### config.mk
export PLATFORM = sky130hd
export DESIGN_NAME = framed_decimal_command_parser
export DESIGN_NICKNAME = d
export VERILOG_FILES = /design/src/design/fpr_pkg.sv /design/src/design/fpr_front.sv /design/src/design/fpr_queue.sv /design/src/design/fpr_back.sv /design/src/design/framed_decimal_command_parser.sv
export SDC_FILE = /design/constraint.sdc
export NUM_CORES = 1
export LEC_CHECK = 0
export ABC_AREA = 1
export ABC_CLOCK_PERIOD_IN_PS = 3200
export BUFFER_PORTS_ARGS = -buffer_cell sky130_fd_sc_hd__buf_2
export CORE_MARGIN = 2
export CORE_UTILIZATION = 45
export CTS_CLUSTER_DIAMETER = 60
export DETAILED_ROUTE_END_ITERATION = 16
export HOLD_SLACK_MARGIN = 0.12
export PLACE_DENSITY = 0.64
export SLEW_MARGIN = 20
export SYNTH_ARGS = -nofsm -noshare
export SYNTH_HDL_FRONTEND = slang
export SYNTH_SLANG_ARGS = --single-unit
export TNS_END_PERCENT = 100
### constraint.sdc
create_clock -name clk -period 3.2 [get_ports clk]
set_input_delay 0.48 -clock clk [delete_from_list [all_inputs] [get_ports clk]]
set_output_delay 0.48 -clock clk [all_outputs]
set_load 0.01 [all_outputs]
### src/design/fpr_pkg.sv
package fpr_pkg;

    localparam int WORD_CHARS_DEF  = 15;
    localparam int QUEUE_DEPTH_DEF = 4;
    localparam int COUNT_W         = 4;
    localparam int WORD_W          = 32;
    localparam int FIELDS_W        = 19;
    localparam int MOTOR_W         = 18;
    localparam int REQ_W           = 6;

    localparam logic [7:0] CHAR_OPEN  = 8'h53;
    localparam logic [7:0] CHAR_CLOSE = 8'h45;
    localparam logic [7:0] CHAR_PLUS  = 8'h2B;
    localparam logic [7:0] CHAR_MINUS = 8'h2D;
    localparam logic [7:0] CHAR_SPACE = 8'h20;
    localparam logic [7:0] CHAR_TAB   = 8'h09;
    localparam logic [7:0] CHAR_CR    = 8'h0D;
    localparam logic [7:0] CHAR_ZERO  = 8'h30;
    localparam logic [7:0] CHAR_NINE  = 8'h39;

    typedef struct packed {
        logic [7:0] rx_byte;
        logic       chunk_end;
    } byte_item_t;

    typedef struct packed {
        logic [7:0] pwm_one;
        logic [7:0] pwm_two;
        logic       dir_one;
        logic       dir_two;
        logic       light_enable;
        logic [4:0] requests;
        logic       shutdown_req;
        logic       motor_changed;
        logic       light_changed;
    } cmd_item_t;

    typedef enum logic [1:0] {
        TOK_OPEN,
        TOK_CLOSE,
        TOK_TEXT
    } tok_kind_t;

    typedef enum logic [2:0] {
        CLS_SPACE,
        CLS_PLUS,
        CLS_MINUS,
        CLS_DIGIT,
        CLS_OTHER
    } char_cls_t;

    typedef enum logic [1:0] {
        PH_SPACE,
        PH_DIGITS,
        PH_DONE
    } phase_t;

    typedef struct packed {
        tok_kind_t  kind;
        char_cls_t  cls;
        logic [3:0] digit;
        logic       chunk_end;
    } tok_t;

endpackage

### src/design/fpr_front.sv
module fpr_front
(
    input  fpr_pkg::byte_item_t byte_item,
    input  logic                byte_valid,
    output logic                byte_stall,
    input  logic                queue_full,
    output logic                push,
    output fpr_pkg::tok_t       tok
);
    import fpr_pkg::*;

    logic [7:0] c;

    assign c          = byte_item.rx_byte;
    assign byte_stall = queue_full;
    assign push       = byte_valid && !queue_full;

    always_comb
    begin
        tok.chunk_end = byte_item.chunk_end;
        tok.digit     = 4'(c - CHAR_ZERO);

        if (c == CHAR_OPEN)
        begin
            tok.kind = TOK_OPEN;
        end
        else if (c == CHAR_CLOSE)
        begin
            tok.kind = TOK_CLOSE;
        end
        else
        begin
            tok.kind = TOK_TEXT;
        end

        if (c == CHAR_SPACE || c inside {[CHAR_TAB:CHAR_CR]})
        begin
            tok.cls = CLS_SPACE;
        end
        else if (c == CHAR_PLUS)
        begin
            tok.cls = CLS_PLUS;
        end
        else if (c == CHAR_MINUS)
        begin
            tok.cls = CLS_MINUS;
        end
        else if (c inside {[CHAR_ZERO:CHAR_NINE]})
        begin
            tok.cls = CLS_DIGIT;
        end
        else
        begin
            tok.cls = CLS_OTHER;
        end
    end

endmodule

### src/design/fpr_queue.sv
module fpr_queue
#(
    parameter int DEPTH = fpr_pkg::QUEUE_DEPTH_DEF
)
(
    input  logic          clk,
    input  logic          rst_n,
    input  logic          push,
    input  fpr_pkg::tok_t push_data,
    output logic          full,
    input  logic          pop,
    output fpr_pkg::tok_t pop_data,
    output logic          not_empty
);
    import fpr_pkg::*;

    localparam int IDX_W = (DEPTH > 1) ? $clog2(DEPTH) : 1;
    localparam int CNT_W = $clog2(DEPTH + 1);

    tok_t             slot_reg [DEPTH];
    logic [IDX_W-1:0] wr_ptr_reg;
    logic [IDX_W-1:0] wr_ptr_next;
    logic [IDX_W-1:0] rd_ptr_reg;
    logic [IDX_W-1:0] rd_ptr_next;
    logic [CNT_W-1:0] count_reg;
    logic [CNT_W-1:0] count_next;
    logic             do_push;
    logic             do_pop;

    assign full      = (count_reg == CNT_W'(DEPTH));
    assign not_empty = (count_reg != '0);
    assign do_push   = push && !full;
    assign do_pop    = pop && not_empty;
    assign pop_data  = slot_reg[rd_ptr_reg];

    always_comb
    begin
        wr_ptr_next = wr_ptr_reg;
        rd_ptr_next = rd_ptr_reg;
        count_next  = count_reg;
        if (do_push)
        begin
            wr_ptr_next = (wr_ptr_reg == IDX_W'(DEPTH - 1)) ? '0 : wr_ptr_reg + 1'b1;
        end
        if (do_pop)
        begin
            rd_ptr_next = (rd_ptr_reg == IDX_W'(DEPTH - 1)) ? '0 : rd_ptr_reg + 1'b1;
        end
        if (do_push && !do_pop)
        begin
            count_next = count_reg + 1'b1;
        end
        else if (do_pop && !do_push)
        begin
            count_next = count_reg - 1'b1;
        end
    end

    always_ff @(posedge clk or negedge rst_n)
    begin
        if (!rst_n)
        begin
            wr_ptr_reg <= '0;
            rd_ptr_reg <= '0;
            count_reg  <= '0;
        end
        else
        begin
            wr_ptr_reg <= wr_ptr_next;
            rd_ptr_reg <= rd_ptr_next;
            count_reg  <= count_next;
        end
    end

    always_ff @(posedge clk)
    begin
        if (do_push)
        begin
            slot_reg[wr_ptr_reg] <= push_data;
        end
    end

endmodule

### src/design/fpr_back.sv
module fpr_back
#(
    parameter int WORD_CHARS = fpr_pkg::WORD_CHARS_DEF
)
(
    input  logic               clk,
    input  logic               rst_n,
    input  logic               tok_valid,
    input  fpr_pkg::tok_t      tok,
    output logic               tok_pop,
    output logic               cmd_valid,
    input  logic               cmd_stall,
    output fpr_pkg::cmd_item_t cmd_item
);
    import fpr_pkg::*;

    logic                in_frame_reg,  in_frame_next;
    logic [COUNT_W-1:0]  count_reg,     count_next;
    phase_t              phase_reg,     phase_next;
    logic                neg_reg,       neg_next;
    logic [WORD_W-1:0]   value_reg,     value_next;
    logic                has_word_reg,  has_word_next;
    logic [REQ_W-1:0]    req_reg,       req_next;
    logic [FIELDS_W-1:0] fields_reg,    fields_next;
    logic [MOTOR_W-1:0]  motor_reg,     motor_next;
    logic                light_reg,     light_next;
    logic                cmd_valid_reg, cmd_valid_next;
    cmd_item_t           cmd_item_reg,  cmd_item_next;

    logic [WORD_W-1:0]   word;
    logic [WORD_W-1:0]   value_acc;
    logic                emit;

    assign tok_pop   = tok_valid && (!cmd_valid_reg || !cmd_stall);
    assign cmd_valid = cmd_valid_reg;
    assign cmd_item  = cmd_item_reg;

    assign word      = neg_reg ? (WORD_W'(0) - value_reg) : value_reg;
    assign value_acc = (value_reg << 3) + (value_reg << 1) + WORD_W'(tok.digit);

    always_comb
    begin
        in_frame_next  = in_frame_reg;
        count_next     = count_reg;
        phase_next     = phase_reg;
        neg_next       = neg_reg;
        value_next     = value_reg;
        has_word_next  = has_word_reg;
        req_next       = req_reg;
        fields_next    = fields_reg;
        motor_next     = motor_reg;
        light_next     = light_reg;
        cmd_item_next  = cmd_item_reg;
        emit           = 1'b0;
        cmd_valid_next = cmd_valid_reg && cmd_stall;

        if (tok_pop)
        begin
            case (tok.kind)
                TOK_OPEN:
                begin
                    in_frame_next = 1'b1;
                    count_next    = '0;
                    phase_next    = PH_SPACE;
                    neg_next      = 1'b0;
                    value_next    = '0;
                end
                TOK_CLOSE:
                begin
                    if (in_frame_reg)
                    begin
                        if (count_reg != '0)
                        begin
                            req_next      = req_reg | {word[23], word[22], word[24],
                                                       word[21], word[20], word[19]};
                            fields_next   = word[FIELDS_W-1:0];
                            has_word_next = 1'b1;
                        end
                        in_frame_next = 1'b0;
                    end
                end
                TOK_TEXT:
                begin
                    if (in_frame_reg && count_reg < COUNT_W'(WORD_CHARS))
                    begin
                        count_next = count_reg + 1'b1;
                        case (phase_reg)
                            PH_SPACE:
                            begin
                                case (tok.cls)
                                    CLS_SPACE:
                                    begin
                                        phase_next = PH_SPACE;
                                    end
                                    CLS_PLUS, CLS_MINUS:
                                    begin
                                        neg_next   = (tok.cls == CLS_MINUS);
                                        phase_next = PH_DIGITS;
                                    end
                                    CLS_DIGIT:
                                    begin
                                        value_next = value_acc;
                                        phase_next = PH_DIGITS;
                                    end
                                    default:
                                    begin
                                        phase_next = PH_DONE;
                                    end
                                endcase
                            end
                            PH_DIGITS:
                            begin
                                if (tok.cls == CLS_DIGIT)
                                begin
                                    value_next = value_acc;
                                end
                                else
                                begin
                                    phase_next = PH_DONE;
                                end
                            end
                            default:
                            begin
                                phase_next = phase_reg;
                            end
                        endcase
                    end
                end
                default:
                begin
                    in_frame_next = in_frame_reg;
                end
            endcase

            emit = tok.chunk_end && has_word_next;
        end

        if (emit)
        begin
            cmd_item_next.pwm_one       = fields_next[7:0];
            cmd_item_next.pwm_two       = fields_next[15:8];
            cmd_item_next.dir_one       = fields_next[16];
            cmd_item_next.dir_two       = fields_next[17];
            cmd_item_next.light_enable  = fields_next[18];
            cmd_item_next.requests      = req_next[4:0];
            cmd_item_next.shutdown_req  = req_next[5];
            cmd_item_next.motor_changed = (fields_next[MOTOR_W-1:0] != motor_reg);
            cmd_item_next.light_changed = (fields_next[18] != light_reg);
            motor_next                  = fields_next[MOTOR_W-1:0];
            light_next                  = fields_next[18];
            has_word_next               = 1'b0;
            req_next                    = '0;
            cmd_valid_next              = 1'b1;
        end
    end

    always_ff @(posedge clk or negedge rst_n)
    begin
        if (!rst_n)
        begin
            in_frame_reg  <= 1'b0;
            count_reg     <= '0;
            phase_reg     <= PH_SPACE;
            neg_reg       <= 1'b0;
            value_reg     <= '0;
            has_word_reg  <= 1'b0;
            req_reg       <= '0;
            fields_reg    <= '0;
            motor_reg     <= '0;
            light_reg     <= 1'b0;
            cmd_valid_reg <= 1'b0;
        end
        else
        begin
            in_frame_reg  <= in_frame_next;
            count_reg     <= count_next;
            phase_reg     <= phase_next;
            neg_reg       <= neg_next;
            value_reg     <= value_next;
            has_word_reg  <= has_word_next;
            req_reg       <= req_next;
            fields_reg    <= fields_next;
            motor_reg     <= motor_next;
            light_reg     <= light_next;
            cmd_valid_reg <= cmd_valid_next;
        end
    end

    always_ff @(posedge clk)
    begin
        cmd_item_reg <= cmd_item_next;
    end

endmodule

### src/design/framed_decimal_command_parser.sv
// Channel   Ports                                     Moves
// bytes     byte_valid, byte_stall, byte_item        one received character per transfer
// commands  cmd_valid, cmd_stall, cmd_item           one merged command per chunk
//
// One byte per cycle while the queue has room; the classifier feeds a QUEUE_DEPTH-entry
// queue; the decoder drains one entry per unstalled cycle into one output register.
// A command appears once the chunk's last byte clears the queue and the output register.
// Reset (rst_n low) empties the queue and clears all frame, merge and history state.
// A stalled command holds the decoder; bytes keep landing until the queue is full.
module framed_decimal_command_parser
#(
    parameter int WORD_CHARS  = fpr_pkg::WORD_CHARS_DEF,
    parameter int QUEUE_DEPTH = fpr_pkg::QUEUE_DEPTH_DEF
)
(
    input  logic                clk,
    input  logic                rst_n,
    input  logic                byte_valid,
    output logic                byte_stall,
    input  fpr_pkg::byte_item_t byte_item,
    output logic                cmd_valid,
    input  logic                cmd_stall,
    output fpr_pkg::cmd_item_t  cmd_item
);
    import fpr_pkg::*;

    logic queue_full;
    logic push;
    tok_t push_tok;
    logic pop;
    tok_t pop_tok;
    logic tok_valid;

    fpr_front u_front
    (
        .byte_item  (byte_item),
        .byte_valid (byte_valid),
        .byte_stall (byte_stall),
        .queue_full (queue_full),
        .push       (push),
        .tok        (push_tok)
    );

    fpr_queue #(.DEPTH(QUEUE_DEPTH)) u_queue
    (
        .clk       (clk),
        .rst_n     (rst_n),
        .push      (push),
        .push_data (push_tok),
        .full      (queue_full),
        .pop       (pop),
        .pop_data  (pop_tok),
        .not_empty (tok_valid)
    );

    fpr_back #(.WORD_CHARS(WORD_CHARS)) u_back
    (
        .clk       (clk),
        .rst_n     (rst_n),
        .tok_valid (tok_valid),
        .tok       (pop_tok),
        .tok_pop   (pop),
        .cmd_valid (cmd_valid),
        .cmd_stall (cmd_stall),
        .cmd_item  (cmd_item)
    );

endmodule

* After elaboration in Yosys (flattened, before gate mapping)
Memory sizes are Yosys's and may differ from the RTL's.
Cells that the tools add are included.
W data, S select, Z words.
** Cells by class
- Bitwise operators :: 1
- Reductions and logical operators :: 35
- Shift-type cells :: 0
- Equal/unequal tests :: 23
- Order comparisons :: 5
- Multipliers :: 0
- Mux-type cells :: 46
- Add/sub/neg operators :: 9
- Div/mod/pow operators :: 0
** Operator list (number)
- $mux W25 :: 4
- $mux W19 :: 4
- $pmux W25 S2 :: 1
- $mux W6 :: 5
- $add A25 B25 Y25 :: 1
- $add A25 B4 Y25 :: 1
- $sub A1 B25 Y25 const A :: 1
- $eq A8 B6 Y1 const B :: 3
- $mux W3 :: 6
- $ne A18 B18 Y1 :: 1
- $eq A8 B7 Y1 const B :: 2
- $reduce_and A5 Y1 :: 3
- $mux W1 :: 13
- $mux W2 :: 6
- $pmux W2 S2 :: 3
- $logic_and A1 B1 Y1 :: 11
- $ge A8 B4 Y1 const B :: 1
- $ge A8 B6 Y1 const B :: 1
- $le A8 B4 Y1 const B :: 1
- $le A8 B6 Y1 const B :: 1
- $pmux W4 S2 :: 1
- $reduce_bool A2 Y1 :: 4
- $eq A2 B2 Y1 const B :: 3
- $eq A3 B2 Y1 const B :: 2
- 27 further kinds :: 40
** Word-level totals
- Latch bits :: 0
- Bits in writable memories :: 40
- Logic and storage cells :: 143
- ROM bits :: 0
- Memories kept :: 1
- Flip-flop bits (word level) :: 113
- Output and inout bits :: 29
- Bits of input ports :: 13
** Memories
- u_queue.slot_reg :: words 4, bits a word 10, read ports 1, clocked after Yosys merged registers in 0, write ports 1, RTL line fpr_queue.sv:20 : tok_t slot_reg [DEPTH];

* Depth between registers and ports, before layout
Gate-level depths: netlist of run 1.
- Word-level depth :: 8
- Depth in mapped cells :: 17
- Depth with buffers taken out :: 16

* Hierarchy
From an unflattened synthesis of run 1, not the netlist that was laid out.
** Unflattened totals
- Cells, all modules :: 1097
- Area total of the unflattened synthesis :: 8967.4 µm²
** Modules (own cells, without submodules)
- fpr_back :: times used 1, cells an instance 867, area an instance 6646.4 µm²
- fpr_queue :: times used 1, cells an instance 176, area an instance 2070.7 µm²
- fpr_front :: times used 1, cells an instance 54, area an instance 250.2 µm²

* Least setup slack after synthesis of run 1
No wires, ideal clock.
- Path kind :: register to register
- Start point :: register u_queue.rd_ptr_reg[0]
- End point :: register u_back.value_reg[24]
- Path slack :: 0.214 ns
- Arrival time :: 2.860 ns
- Stages on the path, launching flop included :: 17
- Cells stage by stage :: dfrtp_1 > inv_2 > buf_6 > buf_2 > nand2_1 > a32o_1 > fa_1 > inv_1 > fa_1 > nand3_1 > nand2_1 > a21oi_1 > inv_1 > a21oi_1 > o21ai_0 > nor2_1 > o22ai_1
** Between the ends
- Longest elaborated chain between the ends :: 6
- Elaborated cells on any way between the ends :: 14
** RTL lines
- start, declared :: RTL line fpr_queue.sv:23 : logic [IDX_W-1:0] rd_ptr_reg;
- start signal, assigned :: RTL line fpr_queue.sv:70 : rd_ptr_reg <= rd_ptr_next;
- $mem_v2 Z4 W10 (*)
- $add A25 B4 Y25 :: RTL line fpr_back.sv:39 : assign value_acc = (value_reg << 3) + (value_reg << 1) + WORD_W'(tok.digit);
- $mux W25 :: RTL line fpr_back.sv:90, fpr_back.sv:113
- $mux W25
- $mux W25 :: RTL line fpr_back.sv:84 : if (in_frame_reg && count_reg < COUNT_W'(WORD_CHARS))
- $pmux W25 S2 :: RTL line fpr_back.sv:59 : case (tok.kind)
- end signal, assigned :: RTL line fpr_back.sv:179 : value_reg <= value_next;
- end, declared :: RTL line fpr_back.sv:21 : logic [WORD_W-1:0] value_reg, value_next;
Every way passes the cells marked *; elsewhere a longest branch is shown, timed or not. The select of a mux whose other input is x is not followed.
A chain may end at the register's enable or synchronous reset.

* Worst setup path after layout of run 1
- Start point :: register u_queue.rd_ptr_reg[0]
- End point :: register u_back.value_reg[23]
The elaborated chain is that of the path after synthesis.

==> results of run 1 <==
[per-layer routing]
| layer | track usage (%) | vias to the layer above |
|---|---|---|
| met2 | 34.85 | 124 |
| met1 | 25.32 | 3344 |
| met4 | 6.796 | 0 |
| met5 | 0 | - |
| met3 | 3.974 | 27 |
| li1 | - | 3650 |
[through the flow]
step / total power, mW / instance area (µm²) / hold WS, ps
2_1_floorplan: 6.156 / 8895 / 184.4
3_3_place_gp: 7.094 / 9444 / 479.0
3_5_place_dp: 7.174 / 9444 / 481.2
4_1_cts: 9.211 / 10040 / 259.1
5_1_grt: 9.969 / 10050 / 268.1
6_report: 9.169 / 10050 / 273.8
[layout make-up]
cell class,instances,area [µm²]
clock buffers,17,425.4
clock inverters,15,158.9
fillers,1845,9350
inverters,132,495.5
multi-input cells,755,4108
flip-flops and latches,153,4164
well taps,265,331.6
repair buffers,60,365.4
[power groups by stage]
stage	clock network [mW]	logic [mW]	registers, mW
after floorplan	0	3.12	3.04
after global placement	0	4.04	3.05
after detailed placement	0	4.11	3.06
after CTS	2.03	4.15	3.03
after global routing	2.11	4.76	3.09
final	2.01	4.14	3.03
[what timing repair did]
action	in CTS	in global routing
resized for setup	0	4
hold buffers	1	0
hold endpoints to repair	31	0
setup endpoints to repair	0	3
setup buffers	0	0
[layout by cell type, fill, tap and decap left out, types with 10 or more instances in the layout]
cell       count
nand3b_1      11
buf_2         40
a21oi_1       40
o22ai_1       10
nand2_1      279
xor2_1        11
nor3_1        10
nand3_1       55
nor2_1        98
o21ai_0       78
nand4_1       16
dfrtp_1       86
o21ai_1       21
buf_4         18
edfxtp_1      67
ha_1          53
inv_1        128
clkbuf_16     17
[path summary, 6_finish.rpt]
| path | endpoint | cells past startpoint |
|---|---|---|
| worst max-delay path | u_back.value_reg[23]$_DFFE_PN0P_ | 15 |
| worst min-delay path | u_queue.slot_reg[0][0]$_DFFE_PP_ | 1 |
| worst max register to register | u_back.value_reg[23]$_DFFE_PN0P_ | 15 |
| worst min register to register | u_back.phase_reg[0]$_DFFE_PN0P_ | 2 |
| max in group asynchronous | u_back.motor_reg[0]$_DFFE_PN0P_ | 3 |
| min in group asynchronous | u_back.value_reg[18]$_DFFE_PN0P_ | 2 |
[kinds of logic after synthesis]
group                    after synthesis  synth area share, %
buffers and inverters                154                7.118
flip-flops                           153                46.81
AO/OA/AOI/OAI                        180                11.28
XOR/XNOR                              16                1.575
multiplexers                           1               0.1266
adder cells (fa/ha/maj)               56                8.131
AND/OR/NAND/NOR                      502                24.95
==> results.sh, run 1 <==
export IMPL_num_vias=7145
export IMPL_route_met3_wl_um=588
export IMPL_hold_path_startpoint="byte_item[0]"
export IMPL_final_setup_tns_ps=0
export IMPL_finalSetupViolCount=0
export IMPL_startpoint="u_queue.rd_ptr_reg[0]$_DFFE_PN0P_"
export IMPL_synth_edf_count=67
export IMPL_min_period_over_period_pct=92.93
export IMPL_antenna_found_initial=0
export IMPL_crit_required_ps=3500
export IMPL_dpl_worst_slack_ps=179.4
export IMPL_grt_max_degree=48
export IMPL_outcome="complete, no violations"
export IMPL_synth_top_area_share_pct=24.19
export IMPL_synth_nets=1131
export IMPL_grt_remaining_overflow=0
export IMPL_synth_cells=1062
export IMPL_antenna_left=0
export IMPL_worstReg2RegStart="u_queue.rd_ptr_reg[0]$_DFFE_PN0P_"
export IMPL_drtIter0Drc=450
export IMPL_finalMaxSlewViolations=0
export IMPL_synth_seq_cells=153
export IMPL_route_met2_wl_um=9564
export IMPL_synth_area_um2=8895
export IMPL_hp_class="in -> reg"
export IMPL_utilization_pct=51.80
export IMPL_drive_gt1_share_pct=12.01
export IMPL_p_per_area_nw_per_um2=912.5
export IMPL_chipHeight_um=144.6
export IMPL_setup_worst_path_end_class="flop"
export IMPL_clockRootBuffer="clkbuf_16"
export IMPL_finalHoldViolCount=0
export IMPL_synth_top_cell_by_area="dfrtp_1"
export IMPL_critical_path_max_fanout=8
export IMPL_clk_latency_ps=430
export IMPL_ys_types=46
export IMPL_slew_headroom_pct=36.06
export IMPL_drc=0
export IMPL_largest_register_ffs=40
export IMPL_maxCapViolations=0
export IMPL_cp_slowest_cell="fa_1"
export IMPL_yosysSeqAreaShare_pct=46.81
export IMPL_clock_sinks=153
export IMPL_path_class="reg -> reg"
export IMPL_start_util_pct=45.85
export IMPL_grt_usage_pct=20.16
export IMPL_totalWireLength_um=19570
export IMPL_grt_pass1_vias=6913
export IMPL_place_inst=1364
export IMPL_cpLargestDelayFamily="compound AO/OA/AOI/OAI gates"
export IMPL_avgViaCountPerCell=5.115
export IMPL_yosys_top_cells_count="nand2_1 (279), inv_1 (128), nor2_1 (98)"
export IMPL_grt_pass1_wl_um=32950
export IMPL_portBuffers=41
export IMPL_rsz0062_at_grt="no"
export IMPL_fmaxAchievable_mhz=336.3
export IMPL_clk_pin_slew_ps=70
export IMPL_critical_path_arrival_ps=3270
export IMPL_switchingPower_mw=3.973
export IMPL_r2r_setup_slack_ps=230
export IMPL_top_layer_used="met4"
export IMPL_yosysWarnings=0
export IMPL_ir_drop_mv=0.5010
export IMPL_ys_flop_type="dfrtp_1"
export IMPL_core_um2=19400
export IMPL_dp_hpwl_um=14490
export IMPL_pwr_share_seq_pct=33.0
export IMPL_path_buf_inv=4
export IMPL_path_cells="inv_2 -> nand2_1 -> a32o_1 -> fa_1 -> inv_1 -> ha_1 -> nand2_1 -> nor3_1 -> nor2_1 -> o21ai_0 -> inv_1 -> o21bai_1 -> nand2_1 -> inv_1 -> o22ai_1"
export IMPL_dr_pass1_iters=5
export IMPL_async_flop_share_pct=56.21
export IMPL_cts_tree="built"
export IMPL_cts_htree_levels=4
export IMPL_internal_power_mw=5.197
export IMPL_synth_avg_cell_area_um2=8.376
export IMPL_wl_per_cell_um=14.01
export IMPL_rows=51
export IMPL_fin_crit_ps=2974
export IMPL_drt_met1_wl_um=9019
export IMPL_skew_ps=12.81
export IMPL_clock_path_buffers=2
export IMPL_die_area_um2=20910
export IMPL_layout_setup_ws_ps=226.1
export IMPL_worst_slew_pin_slew_ps=955.5
export IMPL_fin_nets=1188
export IMPL_p_leak_nw=4.890
export IMPL_crit_path_start_kind="flop"
export IMPL_slowest_delay_ps=480
export IMPL_io_pins=42
export IMPL_cts_made_buffers=17
export IMPL_stdcell_count=1397
export IMPL_power_share_clock_pct=21.9
export IMPL_syn2layout_area_growth_pct=12.97
export IMPL_routabilityCongestion=0.8951
export IMPL_chipWidth_um=144.6
export IMPL_synthTopCellsByArea="dfrtp_1 (24%), edfxtp_1 (23%), nand2_1 (12%)"
export IMPL_p_comb_share_pct=45.1
export IMPL_yosysMostFrequentCell="nand2_1"
export IMPL_p_sw_share_pct=43.33
export IMPL_diodes=0
No activity file was read; power rests on OpenSTA's default activity.
==> run 2, diff against run 1 <==
Settings changed: SYNTH_HIERARCHICAL set to 1.
==> results.sh, run 2 <==
export IMPL_hp_class="in -> reg"
export IMPL_maxCapViolations=0
export IMPL_synth_compound_area_share_pct=11.36
export IMPL_chipWidth_um=145.2
export IMPL_drive_gt1_share_pct=10.47
export IMPL_synth_seq_cells=153
export IMPL_critical_path_arrival_ps=3300
export IMPL_clock_path_buffers=2
export IMPL_rows=51
export IMPL_synth_top_cell_by_area="dfrtp_1"
export IMPL_largest_register_ffs=40
export IMPL_drtIter0Drc=484
export IMPL_worst_slew_pin_slew_ps=776.3
export IMPL_synth_avg_cell_area_um2=8.174
export IMPL_p_leak_nw=4.968
export IMPL_fin_crit_ps=2987
export IMPL_synth_top_family_by_area="simple AND/OR/NAND/NOR gates"
export IMPL_cts_tree="built"
export IMPL_crit_path_start_kind="flop"
export IMPL_syn2layout_area_growth_pct=12.79
export IMPL_yosys_top_cells_count="nand2_1 (293), inv_1 (147), dfrtp_1 (86)"
export IMPL_cts_made_buffers=17
export IMPL_synth_top_area_share_pct=24.00
export IMPL_synth_cells=1097
export IMPL_layout_setup_ws_ps=213.3
export IMPL_start_util_pct=45.92
export IMPL_synth_area_um2=8967
export IMPL_synth_simple_area_share_pct=24.89
export IMPL_layout_commonest_cell="nand2_1"
export IMPL_critical_path_max_fanout=8
export IMPL_wl_per_cell_um=14.22
export IMPL_synthTopCellsByArea="dfrtp_1 (24%), edfxtp_1 (22%), nand2_1 (12%)"
export IMPL_clk_pin_slew_ps=70
export IMPL_core_um2=19530
export IMPL_clk_latency_ps=430
export IMPL_post_cts_buffers=0
export IMPL_multiInputGateArea_um2=4035
export IMPL_nFillCells=1897
export IMPL_synth_edf_count=67
export IMPL_grt_usage_pct=20.05
export IMPL_num_vias=7310
export IMPL_ir_drop_mv=0.5841
export IMPL_finalMaxSlewViolations=0
export IMPL_min_period_over_period_pct=93.33
export IMPL_dp_hpwl_um=15240
export IMPL_portBuffers=41
export IMPL_io_pins=42
export IMPL_final_setup_tns_ps=0
export IMPL_ys_types=50
export IMPL_layout_common_cells="nand2_1 (293), inv_1 (147), dfrtp_1 (86)"
export IMPL_ys_flop_type="dfrtp_1"
export IMPL_routabilityCongestion=0.9097
export IMPL_clock_sinks=153
export IMPL_yosysWarnings=6
export IMPL_fin_nets=1221
export IMPL_yosysMostFrequentCell="nand2_1"
export IMPL_yosysSeqAreaShare_pct=46.44
export IMPL_grt_max_degree=45
export IMPL_grt_pass1_vias=7070
export IMPL_cts_htree_levels=4
export IMPL_diodes=0
export IMPL_grt_pass1_wl_um=34320
export IMPL_grt_remaining_overflow=0
export IMPL_skew_ps=12.65
export IMPL_drc=0
export IMPL_synthAdderAreaFrac_pct=8.065
export IMPL_avgViaCountPerCell=5.112
export IMPL_p_per_area_nw_per_um2=886.5
export IMPL_fmaxAchievable_mhz=334.8
export IMPL_rsz0062_at_grt="no"
export IMPL_chipHeight_um=145.2
export IMPL_outcome="complete, no violations"
export IMPL_totalWireLength_um=20340
export IMPL_clockRootBuffer="clkbuf_16"
export IMPL_die_area_um2=21070
export IMPL_dr_pass1_iters=7
export IMPL_slew_headroom_pct=48.05
export IMPL_final_seq_area_um2=4164
export IMPL_async_flop_share_pct=56.21
export IMPL_finalHoldViolCount=0
export IMPL_dpl_worst_slack_ps=199.6
export IMPL_synth_nets=1166
export IMPL_antenna_left=0
export IMPL_path_class="reg -> reg"
export IMPL_synthMuxAreaShare_pct=0
export IMPL_antenna_found_initial=0
export IMPL_synth_xor_area_share_pct=0.6837
export IMPL_crit_required_ps=3510
export IMPL_finalSetupViolCount=0
export IMPL_setup_worst_path_end_class="flop"
run 2: repair_timing:
item / 4_1_cts / 5_1_grt
hold endpoints to repair: 40 / 0
hold buffers: 1 / 0
resized for setup: 0 / 2
setup endpoints to repair: 0 / 4
run 2: cell type report:
class	count	share of cell area (%)
clock buffer	20	4.527
clock inverter	12	1.348
inverter	155	5.777
multi-input combinational	763	39.89
sequential	153	41.17
tap	265	3.278
timing repair buffer	62	4.008
run 2: through the flow:
stage | cell area [µm²] | cells | util [%] | hold slack (ps) | power (mW)
finish | 10110 | 1430 | 51.80 | 278.8 | 8.966
global route | 10110 | 1430 | 51.80 | 283.0 | 9.722
CTS | 10110 | 1430 | 51.80 | 268.5 | 9.020
detailed placement | 9510 | 1397 | 48.71 | 486.3 | 6.949
global placement | 9510 | 1397 | 48.71 | 481.0 | 6.866
floorplan | 8967 | 1097 | - | 184.4 | 5.851
run 2: cell families (layout without fill, tap and decap cells):
group                      after synthesis  after routing
and+or+nand+nor                        519            519
buffers and inverters                  181            249
xor gates and xnor gates                 7              7
AOI/OAI and AO/OA                      181            181
DFF                                    153            153
adders and majority gates               56             56
run 2: final timing paths:
check / start / to / slack (ps) / cells past startpoint
setup / recovery: u_queue/rd_ptr_reg[0]$_DFFE_PN0P_ / u_back/value_reg[19]$_DFFE_PN0P_ / 210 / 16
hold reg to reg: u_back/has_word_reg$_DFFE_PN0P_ / u_back/has_word_reg$_DFFE_PN0P_ / 500 / 1
setup reg to reg: u_queue/rd_ptr_reg[0]$_DFFE_PN0P_ / u_back/value_reg[19]$_DFFE_PN0P_ / 210 / 16
min in group asynchronous: rst_n / u_back/value_reg[22]$_DFFE_PN0P_ / 580 / 2
max in group asynchronous: rst_n / u_queue/wr_ptr_reg[0]$_DFFE_PN0P_ / 1850 / 3
hold / removal: byte_item[0] / u_queue/slot_reg[0][0]$_DFFE_PP_ / 280 / 1
run 2: power by group:
group,switching [mW],internal (mW),leakage (nW)
registers,0.301,2.67,1.75
logic,2.61,1.36,2.93
clock network,0.830,1.20,0.281
run 2: layer usage:
metal	vias up	global-route usage [%]	part of all wire, %
met5	-	0	0
met4	0	7.353	2.5
met3	36	3.553	3.7
met2	164	34.55	49
met1	3379	25.33	45
li1	3731	-	-
run 2: critical path, stage by stage (launching register included):
cell and delay [ps]:
dfrtp_1 470, nand2_1 110, o211ai_1 80, nand2_1 80, inv_1 50, fa_1 590, inv_1 60, ha_1 270
nand2_1 40, o21ai_1 180, a21boi_1 160, o21ai_1 380, a21oi_1 150, inv_1 80, nand2_1 40, nand3_1 60
o21ai_0 70
